--- config.mk ---
export PLATFORM = sky130hd
export DESIGN_NAME = delimited_frame_extractor_flat
export DESIGN_NICKNAME = d
export VERILOG_FILES = /design/src/sv/dfe_pkg.sv /design/src/sv/dfe_if.sv /design/src/sv/dfe_ram.sv /design/src/sv/dfe_ctrl.sv /design/src/sv/dfe_datapath.sv /design/src/sv/delimited_frame_extractor.sv /design/src/flat_wrapper.sv
export SDC_FILE = /design/constraint.sdc
export NUM_CORES = 1
export LEC_CHECK = 0
export ABC_AREA = 1
export BUFFER_PORTS_ARGS = -buffer_cell sky130_fd_sc_hd__buf_2
export CAP_MARGIN = 20
export CORE_UTILIZATION = 35
export CTS_CLUSTER_SIZE = 8
export DETAILED_ROUTE_END_ITERATION = 8
export PLACE_DENSITY_LB_ADDON = 0.1
export SYNTH_ARGS = -nofsm -noshare
export SYNTH_HDL_FRONTEND = slang
export SYNTH_SLANG_ARGS = --single-unit
export TNS_END_PERCENT = 100
--- constraint.sdc ---
create_clock -name clk -period 2.9 [get_ports clk]
set_clock_uncertainty 0.1 [all_clocks]
set_input_delay 0.145 -clock clk [delete_from_list [all_inputs] [get_ports clk]]
set_output_delay 0.145 -clock clk [all_outputs]
set_load 0.03 [all_outputs]
--- src/sv/dfe_pkg.sv ---
// ----------------------------------------------------------------------------
// dfe_pkg: shared types and constants for the delimited frame extractor
// Holds the default frame limit, register reset values and index codes, and
// the command and status bundles between the controller and the datapath.
// ----------------------------------------------------------------------------
`default_nettype none

package dfe_pkg;

    // Byte width of every word on the link
    localparam int BYTE_W = 8;

    // Default frame buffer depth in bytes
    localparam int MAX_FRAME_DEF = 32;

    // Configuration register index width and codes
    localparam int CFG_IDX_W = 2;
    localparam logic [CFG_IDX_W-1:0] REG_START_DELIM = 2'd0;
    localparam logic [CFG_IDX_W-1:0] REG_END_DELIM   = 2'd1;

    // Register reset values
    localparam logic [BYTE_W-1:0] START_DELIM_RST = 8'h02;
    localparam logic [BYTE_W-1:0] END_DELIM_RST   = 8'h03;

    // Commands from the controller to the datapath
    typedef struct packed {
        logic wr_first;   // store the opening delimiter at entry zero, length one
        logic wr_append;  // store the word at the current length, bump length
        logic rd_clear;   // rewind the readout index
        logic rd_issue;   // read the buffer at the readout index
        logic rd_next;    // advance the readout index
        logic load_out;   // move read data into the output register
    } dfe_cmd_t;

    // Status from the datapath to the controller
    typedef struct packed {
        logic is_start;   // incoming word matches the start delimiter
        logic is_end;     // incoming word matches the end delimiter
        logic is_full;    // appending this word fills the buffer
        logic rd_last;    // readout index is on the final stored byte
        logic out_free;   // output register is empty or being taken
    } dfe_status_t;

endpackage

`default_nettype wire

--- src/sv/dfe_if.sv ---
// ----------------------------------------------------------------------------
// dfe_if: valid/ready channels of the delimited frame extractor
// Received byte channel, frame byte channel and configuration write channel.
// ----------------------------------------------------------------------------
`default_nettype none

interface dfe_byte_if;
    logic       valid;
    logic       ready;
    logic [7:0] rx_byte;

    modport source (output valid, output rx_byte, input ready);
    modport sink   (input valid, input rx_byte, output ready);
endinterface

interface dfe_frame_if;
    logic       valid;
    logic       ready;
    logic [7:0] frame_byte;
    logic       frame_last;

    modport source (output valid, output frame_byte, output frame_last, input ready);
    modport sink   (input valid, input frame_byte, input frame_last, output ready);
endinterface

interface dfe_cfg_if;
    logic       valid;
    logic       ready;
    logic [1:0] index;
    logic [7:0] data;

    modport source (output valid, output index, output data, input ready);
    modport sink   (input valid, input index, input data, output ready);
endinterface

`default_nettype wire

--- src/sv/dfe_ram.sv ---
// ----------------------------------------------------------------------------
// dfe_ram: generic single-write, single-read RAM
// One write port and one read port with registered read data.
// ----------------------------------------------------------------------------
`default_nettype none

module dfe_ram #(
    parameter int WIDTH = 8,
    parameter int DEPTH = 32
) (
    input  wire logic                     clk,
    input  wire logic                     we,
    input  wire logic [$clog2(DEPTH)-1:0] waddr,
    input  wire logic [WIDTH-1:0]         wdata,
    input  wire logic                     re,
    input  wire logic [$clog2(DEPTH)-1:0] raddr,
    output logic      [WIDTH-1:0]         rdata
);

    logic [WIDTH-1:0] mem_reg [DEPTH];
    logic [WIDTH-1:0] rdata_reg;

    // Write port
    always_ff @(posedge clk)
    begin
        if (we)
        begin
            mem_reg[waddr] <= wdata;
        end
    end

    // Registered read port
    always_ff @(posedge clk)
    begin
        if (re)
        begin
            rdata_reg <= mem_reg[raddr];
        end
    end

    assign rdata = rdata_reg;

endmodule

`default_nettype wire

--- src/sv/dfe_ctrl.sv ---
// ----------------------------------------------------------------------------
// dfe_ctrl: frame extractor controller
// Hunts for the start delimiter, collects the frame, then sequences the
// readout of the buffer into the output register one byte at a time.
// ----------------------------------------------------------------------------
`default_nettype none

module dfe_ctrl (
    input  wire logic                 clk,
    input  wire logic                 rst_n,
    input  wire logic                 in_valid,
    output logic                      in_ready,
    input  wire dfe_pkg::dfe_status_t status,
    output dfe_pkg::dfe_cmd_t         cmd
);

    import dfe_pkg::*;

    localparam logic [1:0] S_HUNT    = 2'd0;
    localparam logic [1:0] S_COLLECT = 2'd1;
    localparam logic [1:0] S_READ    = 2'd2;
    localparam logic [1:0] S_LOAD    = 2'd3;

    logic [1:0] state_reg;
    logic [1:0] state_next;

    // Accept words only while hunting or collecting
    assign in_ready = (state_reg == S_HUNT) || (state_reg == S_COLLECT);

    // Next state and commands
    always_comb
    begin
        state_next = state_reg;
        cmd        = '0;
        case (state_reg)
            S_HUNT:
            begin
                if (in_valid && status.is_start)
                begin
                    cmd.wr_first = 1'b1;
                    state_next   = S_COLLECT;
                end
            end
            S_COLLECT:
            begin
                if (in_valid)
                begin
                    cmd.wr_append = 1'b1;
                    if (status.is_end)
                    begin
                        cmd.rd_clear = 1'b1;
                        state_next   = S_READ;
                    end
                    else if (status.is_full)
                    begin
                        // drop the frame silently
                        state_next = S_HUNT;
                    end
                end
            end
            S_READ:
            begin
                cmd.rd_issue = 1'b1;
                state_next   = S_LOAD;
            end
            S_LOAD:
            begin
                if (status.out_free)
                begin
                    cmd.load_out = 1'b1;
                    if (status.rd_last)
                    begin
                        state_next = S_HUNT;
                    end
                    else
                    begin
                        cmd.rd_next = 1'b1;
                        state_next  = S_READ;
                    end
                end
            end
            default:
            begin
                state_next = S_HUNT;
            end
        endcase
    end

    // State register
    always_ff @(posedge clk or negedge rst_n)
    begin
        if (!rst_n)
        begin
            state_reg <= S_HUNT;
        end
        else
        begin
            state_reg <= state_next;
        end
    end

endmodule

`default_nettype wire

--- src/sv/dfe_datapath.sv ---
// ----------------------------------------------------------------------------
// dfe_datapath: frame extractor datapath
// Delimiter registers, frame buffer, length and readout counters, and the
// output register that holds one frame byte for the receiver.
// ----------------------------------------------------------------------------
`default_nettype none

module dfe_datapath #(
    parameter int MAX_FRAME = dfe_pkg::MAX_FRAME_DEF
) (
    input  wire logic                            clk,
    input  wire logic                            rst_n,
    input  wire logic                            cfg_we,
    input  wire logic [dfe_pkg::CFG_IDX_W-1:0]   cfg_index,
    input  wire logic [dfe_pkg::BYTE_W-1:0]      cfg_data,
    input  wire logic [dfe_pkg::BYTE_W-1:0]      rx_byte,
    input  wire dfe_pkg::dfe_cmd_t               cmd,
    output dfe_pkg::dfe_status_t                 status,
    output logic                                 out_valid,
    input  wire logic                            out_ready,
    output logic      [dfe_pkg::BYTE_W-1:0]      frame_byte,
    output logic                                 frame_last
);

    import dfe_pkg::*;

    localparam int AW = $clog2(MAX_FRAME);
    localparam int LW = $clog2(MAX_FRAME + 1);

    logic [BYTE_W-1:0] start_delim_reg;
    logic [BYTE_W-1:0] end_delim_reg;
    logic [LW-1:0]     len_reg;
    logic [AW-1:0]     rd_idx_reg;
    logic              out_valid_reg;
    logic [BYTE_W-1:0] out_byte_reg;
    logic              out_last_reg;

    logic              ram_we;
    logic [AW-1:0]     ram_waddr;
    logic [BYTE_W-1:0] ram_rdata;

    // Configuration registers
    always_ff @(posedge clk or negedge rst_n)
    begin
        if (!rst_n)
        begin
            start_delim_reg <= START_DELIM_RST;
            end_delim_reg   <= END_DELIM_RST;
        end
        else if (cfg_we)
        begin
            if (cfg_index == REG_START_DELIM)
            begin
                start_delim_reg <= cfg_data;
            end
            else if (cfg_index == REG_END_DELIM)
            begin
                end_delim_reg <= cfg_data;
            end
        end
    end

    // Frame buffer writes: opening delimiter at zero, then at the length
    assign ram_we    = cmd.wr_first || cmd.wr_append;
    assign ram_waddr = cmd.wr_first ? '0 : len_reg[AW-1:0];

    dfe_ram #(
        .WIDTH (BYTE_W),
        .DEPTH (MAX_FRAME)
    ) u_ram (
        .clk   (clk),
        .we    (ram_we),
        .waddr (ram_waddr),
        .wdata (rx_byte),
        .re    (cmd.rd_issue),
        .raddr (rd_idx_reg),
        .rdata (ram_rdata)
    );

    // Length and readout counters
    always_ff @(posedge clk or negedge rst_n)
    begin
        if (!rst_n)
        begin
            len_reg    <= '0;
            rd_idx_reg <= '0;
        end
        else
        begin
            if (cmd.wr_first)
            begin
                len_reg <= LW'(1);
            end
            else if (cmd.wr_append)
            begin
                len_reg <= len_reg + LW'(1);
            end
            if (cmd.rd_clear)
            begin
                rd_idx_reg <= '0;
            end
            else if (cmd.rd_next)
            begin
                rd_idx_reg <= rd_idx_reg + AW'(1);
            end
        end
    end

    // Output register: hold until taken, reload from the buffer
    always_ff @(posedge clk or negedge rst_n)
    begin
        if (!rst_n)
        begin
            out_valid_reg <= 1'b0;
        end
        else if (cmd.load_out)
        begin
            out_valid_reg <= 1'b1;
        end
        else if (out_ready)
        begin
            out_valid_reg <= 1'b0;
        end
    end

    always_ff @(posedge clk)
    begin
        if (cmd.load_out)
        begin
            out_byte_reg <= ram_rdata;
            out_last_reg <= status.rd_last;
        end
    end

    // Status back to the controller
    assign status.is_start = (rx_byte == start_delim_reg);
    assign status.is_end   = (rx_byte == end_delim_reg);
    assign status.is_full  = (len_reg == LW'(MAX_FRAME - 1));
    assign status.rd_last  = ((LW'(rd_idx_reg) + LW'(1)) == len_reg);
    assign status.out_free = !out_valid_reg || out_ready;

    assign out_valid  = out_valid_reg;
    assign frame_byte = out_byte_reg;
    assign frame_last = out_last_reg;

endmodule

`default_nettype wire

--- src/sv/delimited_frame_extractor.sv ---
// ----------------------------------------------------------------------------
// delimited_frame_extractor: start/end delimited frame extractor
// Pulls frames out of a received byte stream and replays each whole frame.
// ----------------------------------------------------------------------------
// Usage:
//   rx  : received words, one byte each. While hunting, words other than the
//         start delimiter are dropped; a start delimiter opens a frame.
//   frm : frame words, delimiters included, frame_last set on the end
//         delimiter. A frame that fills MAX_FRAME bytes without an end
//         delimiter is dropped and never shows up here.
//   cfg : register writes (index 0 start delimiter, index 1 end delimiter),
//         always ready; write only while the block is idle.
// Timing: after the end delimiter the frame is read back from the buffer one
//   byte at a time, each byte a buffer read (S_READ) then an output load
//   (S_LOAD); rx is not ready during the readout. The first frame byte is
//   valid once S_READ and S_LOAD have run after the end delimiter is taken.
// Stall: a stalled receiver holds the output register and the readout waits;
//   once the last byte is loaded rx is ready again even if it is not yet taken.
// Reset: delimiters return to 0x02 and 0x03, the block hunts, output empty.
// ----------------------------------------------------------------------------
`default_nettype none

module delimited_frame_extractor #(
    parameter int MAX_FRAME = dfe_pkg::MAX_FRAME_DEF
) (
    input  wire logic  clk,
    input  wire logic  rst_n,
    dfe_byte_if.sink   rx,
    dfe_frame_if.source frm,
    dfe_cfg_if.sink    cfg
);

    import dfe_pkg::*;

    dfe_cmd_t    cmd;
    dfe_status_t status;
    logic        rx_ready;

    // Configuration channel never stalls
    assign cfg.ready = 1'b1;
    assign rx.ready  = rx_ready;

    dfe_ctrl u_ctrl (
        .clk      (clk),
        .rst_n    (rst_n),
        .in_valid (rx.valid),
        .in_ready (rx_ready),
        .status   (status),
        .cmd      (cmd)
    );

    dfe_datapath #(
        .MAX_FRAME (MAX_FRAME)
    ) u_datapath (
        .clk        (clk),
        .rst_n      (rst_n),
        .cfg_we     (cfg.valid),
        .cfg_index  (cfg.index),
        .cfg_data   (cfg.data),
        .rx_byte    (rx.rx_byte),
        .cmd        (cmd),
        .status     (status),
        .out_valid  (frm.valid),
        .out_ready  (frm.ready),
        .frame_byte (frm.frame_byte),
        .frame_last (frm.frame_last)
    );

endmodule

`default_nettype wire

--- src/flat_wrapper.sv ---
// flat-port wrapper written by rule: the top's interface ports become plain ports
module delimited_frame_extractor_flat import dfe_pkg::*;
#(
    parameter int MAX_FRAME = dfe_pkg::MAX_FRAME_DEF
)
  (clk, rst_n, rx_valid, rx_rx_byte, rx_ready, frm_valid, frm_frame_byte, frm_frame_last, frm_ready, cfg_valid, cfg_index, cfg_data, cfg_ready);
  dfe_byte_if rx_i ();
  dfe_frame_if frm_i ();
  dfe_cfg_if cfg_i ();
  input  wire logic clk;
  input  wire logic rst_n;
  input wire logic [$bits(rx_i.valid)-1:0] rx_valid;
  input wire logic [$bits(rx_i.rx_byte)-1:0] rx_rx_byte;
  output wire logic [$bits(rx_i.ready)-1:0] rx_ready;
  output wire logic [$bits(frm_i.valid)-1:0] frm_valid;
  output wire logic [$bits(frm_i.frame_byte)-1:0] frm_frame_byte;
  output wire logic [$bits(frm_i.frame_last)-1:0] frm_frame_last;
  input wire logic [$bits(frm_i.ready)-1:0] frm_ready;
  input wire logic [$bits(cfg_i.valid)-1:0] cfg_valid;
  input wire logic [$bits(cfg_i.index)-1:0] cfg_index;
  input wire logic [$bits(cfg_i.data)-1:0] cfg_data;
  output wire logic [$bits(cfg_i.ready)-1:0] cfg_ready;
  assign rx_i.valid = rx_valid;
  assign rx_i.rx_byte = rx_rx_byte;
  assign rx_ready = rx_i.ready;
  assign frm_valid = frm_i.valid;
  assign frm_frame_byte = frm_i.frame_byte;
  assign frm_frame_last = frm_i.frame_last;
  assign frm_i.ready = frm_ready;
  assign cfg_i.valid = cfg_valid;
  assign cfg_i.index = cfg_index;
  assign cfg_i.data = cfg_data;
  assign cfg_ready = cfg_i.ready;
  delimited_frame_extractor #(.MAX_FRAME(MAX_FRAME)) u_core (.clk(clk), .rst_n(rst_n), .rx(rx_i), .frm(frm_i), .cfg(cfg_i));
endmodule
After elaboration in Yosys (flattened, before gate mapping)
Memory sizes are Yosys's and may differ from the RTL's. A register that Yosys moved wholly into a read port is not among the register bits.
Cells that the tools add are included.

cells by class
  muxes and demuxes = 25
  bitwise operators = 1
  reductions and logical operators = 13
  $add $sub $neg = 3
  eq/ne operators = 12

operator list
  cell                 number
  $mux 2               10
  $eq 8x8->1           2
  $mux 5               3
  $mux 6               2
  $mux 1               9
  $pmux 2 s4           1
  $add 5x1->6 const B  1
  $add 6x1->6 const B  1
  $eq 6x5->1 const B   1
  $eq 6x6->1           1
  $reduce_bool 2->1    3
  $add 5x1->5 const B  1
  $eq 2x1->1 const B   2
  $eq 2x2->1 const B   2
  $logic_not 2->1      2
  $ne 2x1->1 const B   2
  $reduce_and 4->1     1
  $logic_or 1x1->1     3
  $ne 3x1->1 const B   1
  $reduce_and 3->1     1
  $ne 2x2->1 const B   1
  $reduce_and 2->1     1
  $logic_and 1x1->1    1
  $logic_not 1->1      1
  $not 1->1            1

storage, ports and cells
  logic and storage cells = 63
  bits in writable memories = 256
  bits in registers = 39
  memories kept = 1
  output and inout bits = 12

memories
  name                             words  bits a word  rd ports  clocked after memory_dff  write ports  line           source
  u_core.u_datapath.u_ram.mem_reg  32     8            1         1                         1            dfe_ram.sv:20  logic [WIDTH-1:0] mem_reg [DEPTH];

Logic depth before layout (Yosys ltp)
Gate-level depths: netlist of run 1.

  depth in word-level cells = 7
  mapped depth = 10

Hierarchy
Synthesis of run 1 repeated with hierarchy kept, for this count alone.

second synthesis, totals
  cells, all modules = 1,167
  area total of the unflattened synthesis = 12,879.9 um^2

modules (own cells, without submodules)
  module                     seq. area each (um^2)  cells an instance  area an instance (um^2)  instances
  dfe_ram                    7,927.6                922                10,866.7                 1
  dfe_datapath               974.7                  210                1,815.5                  1
  dfe_ctrl                   50.0                   33                 186.4                    1
  delimited_frame_extractor  0.0                    2                  11.3                     1

Least setup slack after synthesis of run 1
No wires, ideal clock.

  kind = flip-flop to flip-flop
  start point = register u_core.u_ctrl.state_reg[1]
  end point = memory u_core.u_datapath.u_ram.mem_reg[12][0], enable pin
  cell stages (with the launch flop) = 10
  arrival time = 1,834 ps
  library setup time = 370 ps
  clock period less this slack = 2,304 ps
  slack = 596 ps
  cell sequence = dfrtp_1 > inv_1 > nand2_1 > nor2_2 > inv_1 > nor2_1 > inv_1 > nand2_1 > nand2_1 > nor2_1

on the way
  word-level cells in the longest chain between the ends = 5

RTL lines
  element                                        line                source
  from (decl)                                    dfe_ctrl.sv:24      logic [1:0] state_reg;
  from (signal assigned)                         dfe_ctrl.sv:98      state_reg <= state_next;
  $eq 2x1->1 or $logic_not 2->1 (tied branches)  dfe_ctrl.sv:35      case (state_reg)
  $mux 2 or $mux 1 (tied branches)               dfe_ctrl.sv:35
  $logic_or 1x1->1                               dfe_datapath.sv:64  assign ram_we = cmd.wr_first || cmd.wr_append;
  $mux 1                                         dfe_ram.sv:26       if (we)
  $mux 1 (implied by the code)                   dfe_ram.sv:28       mem_reg[waddr] <= wdata;
  to (decl)                                      dfe_ram.sv:20

Parallel ways exist; a longest one is shown, timed or not.

Worst setup path in the final report of run 1
  start point = register u_core.u_datapath.start_delim_reg[1]
  end point = memory u_core.u_datapath.u_ram.mem_reg[16][4], enable pin

on the way
  word-level cells in the longest chain between the ends = 7

RTL lines
  element                       line                 source
  from (decl)                   dfe_datapath.sv:30   logic [BYTE_W-1:0] start_delim_reg;
  from (signal assigned)        dfe_datapath.sv:54   start_delim_reg <= cfg_data;
  $eq 8x8->1 (*)                dfe_datapath.sv:136  assign status.is_start = (rx_byte == start_delim_reg);
  $logic_and 1x1->1 (*)         dfe_ctrl.sv:38       if (in_valid && status.is_start)
  $mux 1 (*)                    dfe_ctrl.sv:38
  $mux 1 (*)                    dfe_ctrl.sv:35
  $logic_or 1x1->1              dfe_datapath.sv:64
  $mux 1                        dfe_ram.sv:26
  $mux 1 (implied by the code)  dfe_ram.sv:28

Every way passes the cells marked *; elsewhere a longest branch is shown, timed or not.

==> flow_summary.json, run 1 <==
{
  "detail-route-antenna-nets": 0,
  "die_w_um": 191.4,
  "reg2reg_slack_ns": 0.31,
  "finalInstanceArea_um2": 14730,
  "hold_violations": 0,
  "fin_tns_setup_ns": 0,
  "cts_sinks": 303,
  "antenna_found_initial": 0,
  "postCtsSetupBuffers": 0,
  "rr_startpoint": "u_core.u_datapath.start_delim_reg[1]$_DFFE_PN1P_",
  "final_cell_mix": "edfxtp_1 (273), nand2_1 (217), nor2_1 (98)",
  "fin_ws_ns": 0.3057,
  "setup_viol": 0,
  "grt_pass1_wl_um": 51470,
  "vdd_drop_max_uv": 423.0,
  "layout.nets": 1151,
  "syn_avg_cell_area_um2": 12.02,
  "multi_input_area_um2": 3103,
  "critical_path_required_ns": 3.04,
  "holdWs_ns": 0.01395,
  "syn_to_final_growth_pct": 17.39,
  "crit_fanout": 13,
  "finalPower_mw": 13.72,
  "slew_viol_final": 0,
  "drive_gt1_share_pct": 12.16,
  "rr_endpoint": "u_core.u_datapath.u_ram.mem_reg[16][4]$_DFFE_PP_",
  "fmax_ghz": 0.3855,
  "ys_warn_count": 0,
  "hpwl_um": 21700,
  "seqCellArea_um2": 8956,
  "die_h_um": 191.4,
  "max-cap-violations": 0,
  "cts_root_buf": "clkbuf_16",
  "hold_depth": 6,
  "port_buffers": 33,
  "fin_cells": 1598,
  "hold_path_class": "in -> reg",
  "cp.arrival_ns": 2.73,
  "critPathKind": "reg -> reg",
  "grt_pass1_vias": 7897,
  "fin_crit_sh_pct": 89.46,
  "drc_errors": 0,
  "grt_overflow": 0,
  "row_count": 68,
  "gp_congestion": 0.7973,
  "min_from": "rx_rx_byte[3]",
  "cts_buffer_depth": 3,
  "fill_cells": 3318,
  "routedWlPerCell_um": 21.67,
  "track_usage_pct": 19.37,
  "die-area_um2": 36620,
  "outcome": "finished, final reports clean",
  "clk_latency_ns": 0.53,
  "worst_slew_pin_slew_ns": 0.7972,
  "critPathCaptureType": "register",
  "post-route-util_pct": 42.23,
  "cts_resized": 0,
  "htreeDepth": 2,
  "p_per_area_nw_per_um2": 931.6,
  "cts_buffers": 43,
  "fin_crit_ns": 2.594,
  "place_area_um2": 13420,
  "clkTransAtPathRegs_ns": 0.05,
  "holdPathEnd": "u_core.u_ctrl.state_reg[0]$_DFFE_PN0P_",
  "place_ws_ns": 0.2692,
  "postSynthCellCount": 1044,
  "tritoncts": "yes",
  "slew_headroom_pct": 46.65,
  "leakage_nw": 5.475,
  "drt_iter0_markers": 690,
  "synth.distinct_cells": 34,
  "ys_ff_latch": 303,
  "placedCellCount": 1524,
  "diodes": 0,
  "largest_reg_flops": 256,
  "initial_core_util_pct": 35.98,
  "grt_max_degree": 62,
  "via_per_inst": 5.059,
  "dr.pass1.iters": 5,
  "io-pin-count": 35,
  "rsz0062_at_grt": "no",
  "synth_seq_area_share_pct": 71.34,
  "drt_wl_total_um": 34630,
  "coreArea_um2": 34880,
  "layout_commonest_cell": "edfxtp_1",
  "synth_area_um2": 12550,
  "start_kind": "register",
  "syn_nets": 1069,
  "reg2reg_depth": 10,
  "num_vias": 8085
}
[report_power, final]
group	internal [mW]	leakage, nW	switching (mW)
combinational	1.17	2.08	2.69
clock	2.78	0.575	1.74
sequential	5.10	2.82	0.227
total	9.06	5.47	4.66
[synthesized netlist by cell type, drive strengths merged]
master  count  share of area, %
dfstp       3              0.63
conb        1             0.030
nand3      44               1.8
dfrtp      27               5.4
clkbuf     24              0.72
nand4      14              0.75
nand3b      2              0.15
ha          2              0.20
o22ai      24               1.2
inv        64               1.9
xor2        6              0.42
buf        29               1.3
nor2      100               3.0
nand2     219               6.6
nor3        3              0.20
o31ai       1             0.060
o211ai     25               1.5
edfxtp    273                65
a32oi       1             0.070
a21oi      51               2.0
mux2i      32               2.6
xnor2       6              0.42
o21ai      93               3.7
[kinds of logic after synthesis]
kind of cell / Yosys count / synth area share, %
muxes: 32 / 2.552
other: 1 / 0.02988
buffers and inverters: 117 / 3.938
DFF: 303 / 71.34
adders and majority gates: 2 / 0.1994
AOI/OAI and AO/OA: 195 / 8.594
xor gates and xnor gates: 12 / 0.8375
and+or+nand+nor: 382 / 12.51
[cell type report]
type | count | share of cell area, %
clock buffers | 62 | 8.077
inverters | 64 | 1.631
multi-input cells | 624 | 21.06
flip-flops and latches | 303 | 60.80
well taps | 455 | 3.864
repair buffers | 90 | 4.569
[how the worst max path moves through the flow]
stage / end / cells past startpoint / startpoint / slack, ns
finish: u_core.u_datapath.u_ram.mem_reg[16][4]$_DFFE_PP_ / 10 / u_core.u_datapath.start_delim_reg[1]$_DFFE_PN1P_ / 0.31
global route: u_core.u_datapath.u_ram.mem_reg[3][5]$_DFFE_PP_ / 8 / u_core.u_datapath.start_delim_reg[1]$_DFFE_PN1P_ / 0.12
CTS: u_core.u_datapath.u_ram.mem_reg[3][3]$_DFFE_PP_ / 8 / u_core.u_datapath.start_delim_reg[1]$_DFFE_PN1P_ / 0.23
detailed placement: u_core.u_datapath.u_ram.mem_reg[3][2]$_DFFE_PP_ / 8 / u_core.u_datapath.start_delim_reg[1]$_DFFE_PN1P_ / 0.27
global placement: u_core.u_datapath.u_ram.mem_reg[16][0]$_DFFE_PP_ / 10 / u_core.u_datapath.start_delim_reg[1]$_DFFE_PN1P_ / 0.32
floorplan: u_core.u_datapath.u_ram.mem_reg[12][0]$_DFFE_PP_ / 9 / u_core.u_ctrl.state_reg[1]$_DFFE_PN0P_ / 0.60
[worst max-delay path, cell delays in order (launching register included)]
cell     delay, ns
dfstp_2       0.53
inv_1         0.04
nand2_1       0.04
nand2_1       0.06
nor3_2        0.24
nand4_2       0.20
buf_4         0.25
nand2_1       0.08
nand2_1       0.27
nor2_1        0.29
buf_4         0.19
[routing by layer]
metal  global-route usage [%]  part of all wire, %  vias to the layer above
li1                         -                    -                     3856
met1                    27.89                   47                     3975
met2                    29.75                   45                      208
met3                    3.048                  4.8                       46
met4                    6.349                  2.3                        0
met5                        0                    0                        -
[timing repair]
action                     4_1_cts  5_1_grt
setup endpoints to repair        0        0
hold buffers                    12        0
hold endpoints to repair        53        0
Power figures use the tool's default switching activity.
==> run 2: changes to the inputs <==
Settings changed: CORE_UTILIZATION 35 to 62, HOLD_SLACK_MARGIN set to 0.02.
==> flow_summary.json, run 2 (synthesis results as in run 1) <==
{
  "syn_to_final_growth_pct": 14.75,
  "slew_headroom_pct": 41.73,
  "path_buf_inv": 2,
  "crit_chain": "inv_1 -> nand2_1 -> nand2_1 -> nor3_2 -> nand4_2 -> o31ai_1 -> inv_1 -> nor2_1",
  "die_w_um": 144.3,
  "rr_endpoint": "u_core.u_datapath.u_ram.mem_reg[2][5]$_DFFE_PP_",
  "track_usage_pct": 29.69,
  "leakage_nw": 5.418,
  "layout_commonest_cell": "edfxtp_1",
  "critPathCaptureType": "register",
  "critical_path_required_ns": 2.95,
  "antenna_found_initial": 0,
  "clkTransAtPathRegs_ns": 0.05,
  "die_h_um": 144.3,
  "grt.met3_usage_pct": 5.695,
  "path_depth": 8,
  "rsz0062_at_grt": "no",
  "hold_path_class": "in -> reg",
  "fin_crit_sh_pct": 91.33,
  "grt_use_met2_pct": 48.39,
  "coreArea_um2": 19650,
  "reg2reg_slack_ns": 0.25,
  "largest_reg_flops": 256,
  "cpPeakStageDelay_ns": 0.56,
  "drt_iter0_markers": 857,
  "cp-startpoint": "u_core.u_datapath.start_delim_reg[1]$_DFFE_PN1P_",
  "via_per_inst": 5.836,
  "final_cell_mix": "edfxtp_1 (273), nand2_1 (217), nor2_1 (97)",
  "fmax_ghz": 0.3776,
  "hpwl_um": 18050,
  "clk_latency_ns": 0.53,
  "slew_viol_final": 0,
  "setup_viol": 0,
  "drc_errors": 0,
  "routedWlPerCell_um": 21.05,
  "row_count": 51,
  "gp_congestion": 0.8987,
  "drt_wl_total_um": 29470,
  "detail-route-antenna-nets": 0,
  "hold_violations": 0,
  "crit_end": "u_core.u_datapath.u_ram.mem_reg[2][5]$_DFFE_PP_",
  "post-route-util_pct": 73.27,
  "grt_pass1_wl_um": 44290,
  "diodes": 0,
  "grt.busiest_layer": "met2",
  "cts_root_buf": "clkbuf_16",
  "vdd_drop_max_uv": 566.8,
  "dr.pass1.iters": 5,
  "port_buffers": 33,
  "io-pin-count": 35,
  "crit_fanout": 12,
  "cpMaxStageDelayCell": "nor2_1",
  "drive_gt1_share_pct": 11.54,
  "postCtsSetupBuffers": 0,
  "htreeDepth": 2,
  "layout.nets": 1141,
  "reg2reg_depth": 8,
  "cts_sinks": 303,
  "rr_startpoint": "u_core.u_datapath.start_delim_reg[1]$_DFFE_PN1P_",
  "critPathKind": "reg -> reg",
  "initial_core_util_pct": 63.85,
  "grt_max_degree": 50,
  "cp_top_family": "simple AND/OR/NAND/NOR gates",
  "cts_buffer_depth": 3,
  "grt_overflow": 0,
  "fin_tns_setup_ns": 0,
  "num_vias": 8170,
  "cp.arrival_ns": 2.69,
  "fin_crit_ns": 2.649,
  "p_per_area_nw_per_um2": 931.2,
  "use_met1_pct": 40.35,
  "worst_slew_pin_slew_ns": 0.8708,
  "cts_buffers": 43,
  "grt_pass1_vias": 7827,
  "max-cap-violations": 0,
  "tritoncts": "yes",
  "die-area_um2": 20810,
  "outcome": "finished, final reports clean",
  "start_kind": "register"
}
[run 2: layout make-up]
cell class,count,area (um2)
inverter,64,240.2
multi-input combinational,624,3105
tap,265,331.6
timing repair buffer,80,573.1
sequential,303,8956
clock buffer,62,1169
fill,1333,5254
clock inverter,2,25.02
[run 2: worst min-delay path, stage by stage]
cell and delay [ns]:
buf_2 0.11, xnor2_1 0.06, nand2_1 0.06, nor2_1 0.05
nand3_1 0.11, a32oi_1 0.07
[run 2: metal layers]
metal	vias to the layer above	part of all wire, %
met2	334	49
li1	3832	-
met5	-	0
met3	52	7.8
met1	3952	41
met4	0	2.9
[run 2: worst min-delay path by stage]
stage	cells after the start	to	startpoint	slack, ns
floorplan	0	u_core.u_ctrl.state_reg[0]$_DFFE_PN0P_	rst_n	-0.25
global placement	1	u_core.u_datapath.rd_idx_reg[4]$_DFFE_PN0P_	rst_n	0.13
detailed placement	1	u_core.u_datapath.rd_idx_reg[4]$_DFFE_PN0P_	rst_n	0.13
CTS	6	u_core.u_ctrl.state_reg[0]$_DFFE_PN0P_	rx_rx_byte[6]	0.03
global route	6	u_core.u_ctrl.state_reg[0]$_DFFE_PN0P_	rx_rx_byte[6]	0.08
finish	6	u_core.u_ctrl.state_reg[0]$_DFFE_PN0P_	rx_rx_byte[6]	0.04
[run 2: through the flow]
step / power [mW] / area (um2) / cells / hold slack [ns] / setup WS [ns]
after global routing: 14.00 / 14400 / 1400 / 0.08173 / 0.05367
final: 13.41 / 14400 / 1400 / 0.03941 / 0.2514
after global placement: 8.902 / 13080 / 1324 / 0.1298 / 0.2939
after floorplan: 7.780 / 12550 / 1044 / -0.2506 / 0.5958
after CTS: 13.42 / 14400 / 1400 / 0.02968 / 0.2259
after detailed placement: 8.960 / 13080 / 1324 / 0.1342 / 0.2443
[run 2: power breakdown]
part	leakage (nW)	switching [mW]	total [mW]	internal, mW
Sequential	2.82	0.296	5.40	5.10
Clock	0.575	1.71	4.45	2.75
Combinational	2.02	2.43	3.56	1.13
Total	5.42	4.43	13.4	8.98
[run 2: repair_timing]
item / CTS / global route
hold endpoints to repair: 61 / 0
hold buffers: 12 / 0
setup endpoints to repair: 0 / 6
resized for setup: 0 / 1
